<file path="src/rtl/core/brf_pkg.sv">
// Package for the circular byte FIFO: sizes, command codes and transaction types.
// Used by brf_bank, brf_merge and byte_ring_fifo. No dependencies.
`default_nettype none

package brf_pkg;

    // LANES must be a power of two and divide CAPACITY.
    localparam int CAPACITY    = 1024;
    localparam int LANES       = 8;
    localparam int BYTE_FIELDS = 8;
    localparam int LANE_LIMIT  = (LANES < BYTE_FIELDS) ? LANES : BYTE_FIELDS;

    localparam int IDX_W  = $clog2(CAPACITY);
    localparam int CNT_W  = 11;
    localparam int LANE_W = $clog2(LANES);
    localparam int ROWS   = CAPACITY / LANES;
    localparam int ROW_W  = IDX_W - LANE_W;

    typedef enum logic [1:0] {
        CMD_PUSH        = 2'd0,
        CMD_GET         = 2'd1,
        CMD_GET_PARTIAL = 2'd2,
        CMD_CLEAR       = 2'd3
    } t_cmd;

    typedef struct packed {
        t_cmd       cmd;
        logic [3:0] byte_count;
        logic [7:0] in_byte0;
        logic [7:0] in_byte1;
        logic [7:0] in_byte2;
        logic [7:0] in_byte3;
        logic [7:0] in_byte4;
        logic [7:0] in_byte5;
        logic [7:0] in_byte6;
        logic [7:0] in_byte7;
    } t_in;

    typedef struct packed {
        logic             success;
        logic [3:0]       read_count;
        logic [7:0]       out_byte0;
        logic [7:0]       out_byte1;
        logic [7:0]       out_byte2;
        logic [7:0]       out_byte3;
        logic [7:0]       out_byte4;
        logic [7:0]       out_byte5;
        logic [7:0]       out_byte6;
        logic [7:0]       out_byte7;
        logic [CNT_W-1:0] fill_level;
        logic [CNT_W-1:0] free_space;
    } t_out;

    // Result information carried alongside the bank read
    typedef struct packed {
        logic              success;
        logic [3:0]        read_count;
        logic [LANE_W-1:0] start_lane;
        logic [CNT_W-1:0]  fill_level;
        logic [CNT_W-1:0]  free_space;
    } t_meta;

endpackage

`default_nettype wire

</file>
<file path="src/rtl/core/brf_merge.sv">
// Merge stage: rotates the lane read data into oldest-first order and
// blanks bytes beyond the read count. Depends on brf_pkg.
`default_nettype none

module brf_merge (
    input  wire brf_pkg::t_meta                   i_meta,
    input  wire logic [brf_pkg::LANES-1:0][7:0]   i_lane_data,
    output brf_pkg::t_out                         o_result
);

    logic [brf_pkg::BYTE_FIELDS-1:0][7:0] bytes;

    always_comb begin
        logic [brf_pkg::LANE_W-1:0] lane;
        for (int k = 0; k < brf_pkg::BYTE_FIELDS; k++) begin
            lane = i_meta.start_lane + brf_pkg::LANE_W'(k);
            if (4'(k) < i_meta.read_count) begin
                bytes[k] = i_lane_data[lane];
            end else begin
                bytes[k] = 8'd0;
            end
        end
    end

    always_comb begin
        o_result.success    = i_meta.success;
        o_result.read_count = i_meta.read_count;
        o_result.out_byte0  = bytes[0];
        o_result.out_byte1  = bytes[1];
        o_result.out_byte2  = bytes[2];
        o_result.out_byte3  = bytes[3];
        o_result.out_byte4  = bytes[4];
        o_result.out_byte5  = bytes[5];
        o_result.out_byte6  = bytes[6];
        o_result.out_byte7  = bytes[7];
        o_result.fill_level = i_meta.fill_level;
        o_result.free_space = i_meta.free_space;
    end

endmodule

`default_nettype wire

</file>
<file path="config.mk">
export PLATFORM = sky130hd
export DESIGN_NAME = brf_merge
export DESIGN_NICKNAME = d
export VERILOG_FILES = /design/src/rtl/core/brf_pkg.sv /design/src/rtl/core/brf_merge.sv
export SDC_FILE = /design/constraint.sdc
export NUM_CORES = 1
export LEC_CHECK = 0
export BUFFER_PORTS_ARGS = -buffer_cell sky130_fd_sc_hd__buf_2
export CAP_MARGIN = 20
export CORE_MARGIN = 3
export CORE_UTILIZATION = 50
export DETAILED_ROUTE_END_ITERATION = 10
export MAX_ROUTING_LAYER = met4
export PLACE_DENSITY = 0.95
export RECOVER_POWER = 25
export SLEW_MARGIN = 20
export SYNTH_ARGS = -nofsm -noshare
export SYNTH_HDL_FRONTEND = slang
export SYNTH_SLANG_ARGS = --single-unit
</file>
<file path="constraint.sdc">
create_clock -name vclk -period 5.8
set_clock_uncertainty 0.05 [all_clocks]
set_input_delay 0.29 -clock vclk [all_inputs]
set_output_delay 0.29 -clock vclk [all_outputs]
set_load 0.02 [all_outputs]
</file>
# Yosys cells after proc, flatten, opt, wreduce, memory -nomap -nowiden
# Cells that the tools add are included.
[op_classes] n_mux=24 addsub=7 order_cmp=16
[op_table] cell="$bmux W8 S3" count=8
[op_table] cell="$mux W8" count=16
[op_table] cell="$lt A3 B4 Y1 const B" count=8
[op_table] cell="$lt A3 B4 Y1 const A" count=4
[op_table] cell="$add A3 B3 Y3 const B" count=4
[op_table] cell="$lt A1 B4 Y1 const A" count=2
[op_table] cell="$lt A2 B4 Y1 const A" count=2
[op_table] cell="$add A3 B2 Y3 const B" count=2
[op_table] cell="$add A3 B1 Y3 const B" count=1
[totals] regBits=0 input_bits=94 output_inout_bits=91 word_cells=47

# Depth between registers and ports, before layout
[depth] word_depth=4 depth_mapped=9 ltp_nobuf=6

# Worst setup path before layout
# No wires, ideal clock.
[synth_path] path_kind="input to output" start="input port i_meta[22] (netlist bit)" end="output port o_result[58] (netlist bit)" cell_stages=9 arrival_ns=2.334 required_ns=5.460 n_path_buf=3 slack_ns=3.126 path_cell_list="buf_2 inv_1 buf_2 ha_1 xor2_4 buf_6 mux4_2 inv_1 o21ai_0"
[synth_lines] item="start, declared" line="brf_merge.sv:6" text="input wire brf_pkg::t_meta i_meta,"
[synth_lines] item="end, declared" line="brf_merge.sv:8" text="output brf_pkg::t_out o_result"

==> flow_summary.yaml <==
run_status:
  status: "completed"
floorplan:
  chipWidth_um: 84.7
  die_h_um: 84.7
  die_area_um2: 7180
  io_pins: 185
  rows: 28
  core-area_um2: 5960
  start_util_pct: 52.0
clock_tree:
  cts_resized: 0
  cts_setup_buffers: 0
  ctsHoldBuffers: 0
critical_path:
  crit_type: "in -> out"
  worstPathRequired_ns: 5.46
  endpoint_kind: "primary output"
  worstPathArrival_ns: 2.91
  critPathMaxFanout: 70
  critPathLaunchType: "input port"
timing:
  period_minus_slack_ns: 3.25
  worst_slew_pin_slew_ns: 1.07
  setup_tns_ns: 0
  relSlewSlack_pct: 28.9
  post-route-period-util_pct: 56.1
  rsz0062_at_grt: "no"
  finalHoldViolCount: 0
  fmax_ghz: 0.307
  report.final.setup_viol: 0
  slew_violations: 0
route:
  wl_per_cell_um: 19.5
  first_pass_iters: 5
  num_vias: 3207
  drcViolationCount: 0
  ant_nets: 0
  drt_wl_total_mm: 9.95
  vias_per_cell: 6.29
  drtIter0Drc: 295
global_route:
  grt_max_degree: 71
  antenna_found_initial: 0
  grt_pass1_wl_mm: 15.5
  grt_use_total_pct: 26.9
  grt_pass1_vias: 3174
  gr-total-overflow: 0
pwr:
  p_leak_uw: 0.00173
  power_density_nw_per_um2: 131
  ir_drop_uv: 76.6
placed_design:
  portBuffers: 139
  dp_hpwl_mm: 8.11
  place_area_um2: 3550
  globalplace.congestion: 0.969
min_path:
  min_path_cells: 0
  min_path_type: "in -> out"
layout:
  n_antenna_cell: 0
  seq_area_um2: 0
  seq_cells: 0
  area_growth_pct: 14.7
  nets: 533
  nClkBuffers: 0
  drive_gt1_share_pct: 49.9
  stdcell_area_um2: 3550
synth:
  yosysUniqueCellTypes: 29
  ys.warnings.count: 0
  synth_commonest_cells: "63 x mux2i_1, 51 x nand2_1, 49 x mux4_2"
  yosys.area.top_type_share_pct: 35.6
  synth_most_common_cell: "mux2i_1"
  yosysSeqAreaShare_pct: 0
  synth.net_count: 443
  syn_area_um2: 3100
  synthTopCellsByArea: "mux4_2 36%, mux2i_1 20%, buf_4 8.5%, nand2_1 6.2%, mux2_2 5.5%"
  avgSynthCellArea_um2: 8.93
  yosysTopAreaCell: "mux4_2"
  netlist_instances: 347
flow_run:
  max-cap-violations: 0
## layer usage
metal | up-vias | wire length, um | track usage (%)
li1 | 1471 | - | -
met3 | 16 | 860 | 3.24
met4 | 0 | 116 | 3.74
met5 | - | 0 | -
met1 | 1524 | 4040 | 36.2
met2 | 196 | 4930 | 44.8
## critical path, stage by stage
cell and delay (ns):
buf_4 0.09, buf_4 0.82, ha_1 0.37, xor2_1 0.81
nand2_1 0.14, a21oi_1 0.20, buf_2 0.19
## per-stage QoR
stage / setup slack (ns) / util (%) / power, uW / hold slack [ns] / instances
final: 2.55 / 59.7 / 467 / 0.530 / 510
after global routing: 2.30 / 59.7 / 499 / 0.530 / 510
after CTS: 2.60 / 59.5 / 463 / 0.530 / 510
after detailed placement: 2.60 / 59.5 / 461 / 0.530 / 510
after global placement: 2.71 / 59.5 / 449 / 0.530 / 510
after floorplan: 3.13 / - / 352 / 0.643 / 347
## kinds of logic after synthesis
group           Yosys count  synth area share [%]
xor+xnor                  3                  1.45
simple gates            106                  14.1
buf+inv                  62                  12.8
fa+ha+maj                 2                 0.808
mux                     127                  61.4
compound gates           47                  9.37
## path summary, 6_finish.rpt
check | start | end | slack [ns]
setup / recovery | i_meta[22] | o_result[43] | 2.55
hold / removal | i_meta[12] | o_result[12] | 0.53
## cell usage in the layout (no fill, tap or decap)
cell,instances
nor2b_1,4
nor3_1,1
nand2_1,51
buf_2,138
a211oi_1,1
nand2b_1,2
a31oi_1,1
o22ai_1,7
inv_1,6
mux4_2,49
a21oi_1,20
xor2_1,1
mux2_2,15
o21ba_2,7
ha_1,2
nand3_1,9
a22oi_1,3
mux2i_1,63
and3_1,2
xor2_4,1
nor2_1,35
and4_1,1
o21ai_0,8
nor4_1,1
buf_4,4
inv_2,2
xnor2_2,1
## power breakdown
group	total, uW	internal [uW]	switching, uW
Sequential	0	0	0
Clock	0	0	0
Combinational	467	196	271
Total	467	196	271
## cell type report
class                      count  area [um2]
fill                         557        2400
multi-input combinational    285        2710
inverter                       8        30.0
timing repair buffer         142         721
tap                           75        93.8
(Power assumes the default switching activity.)
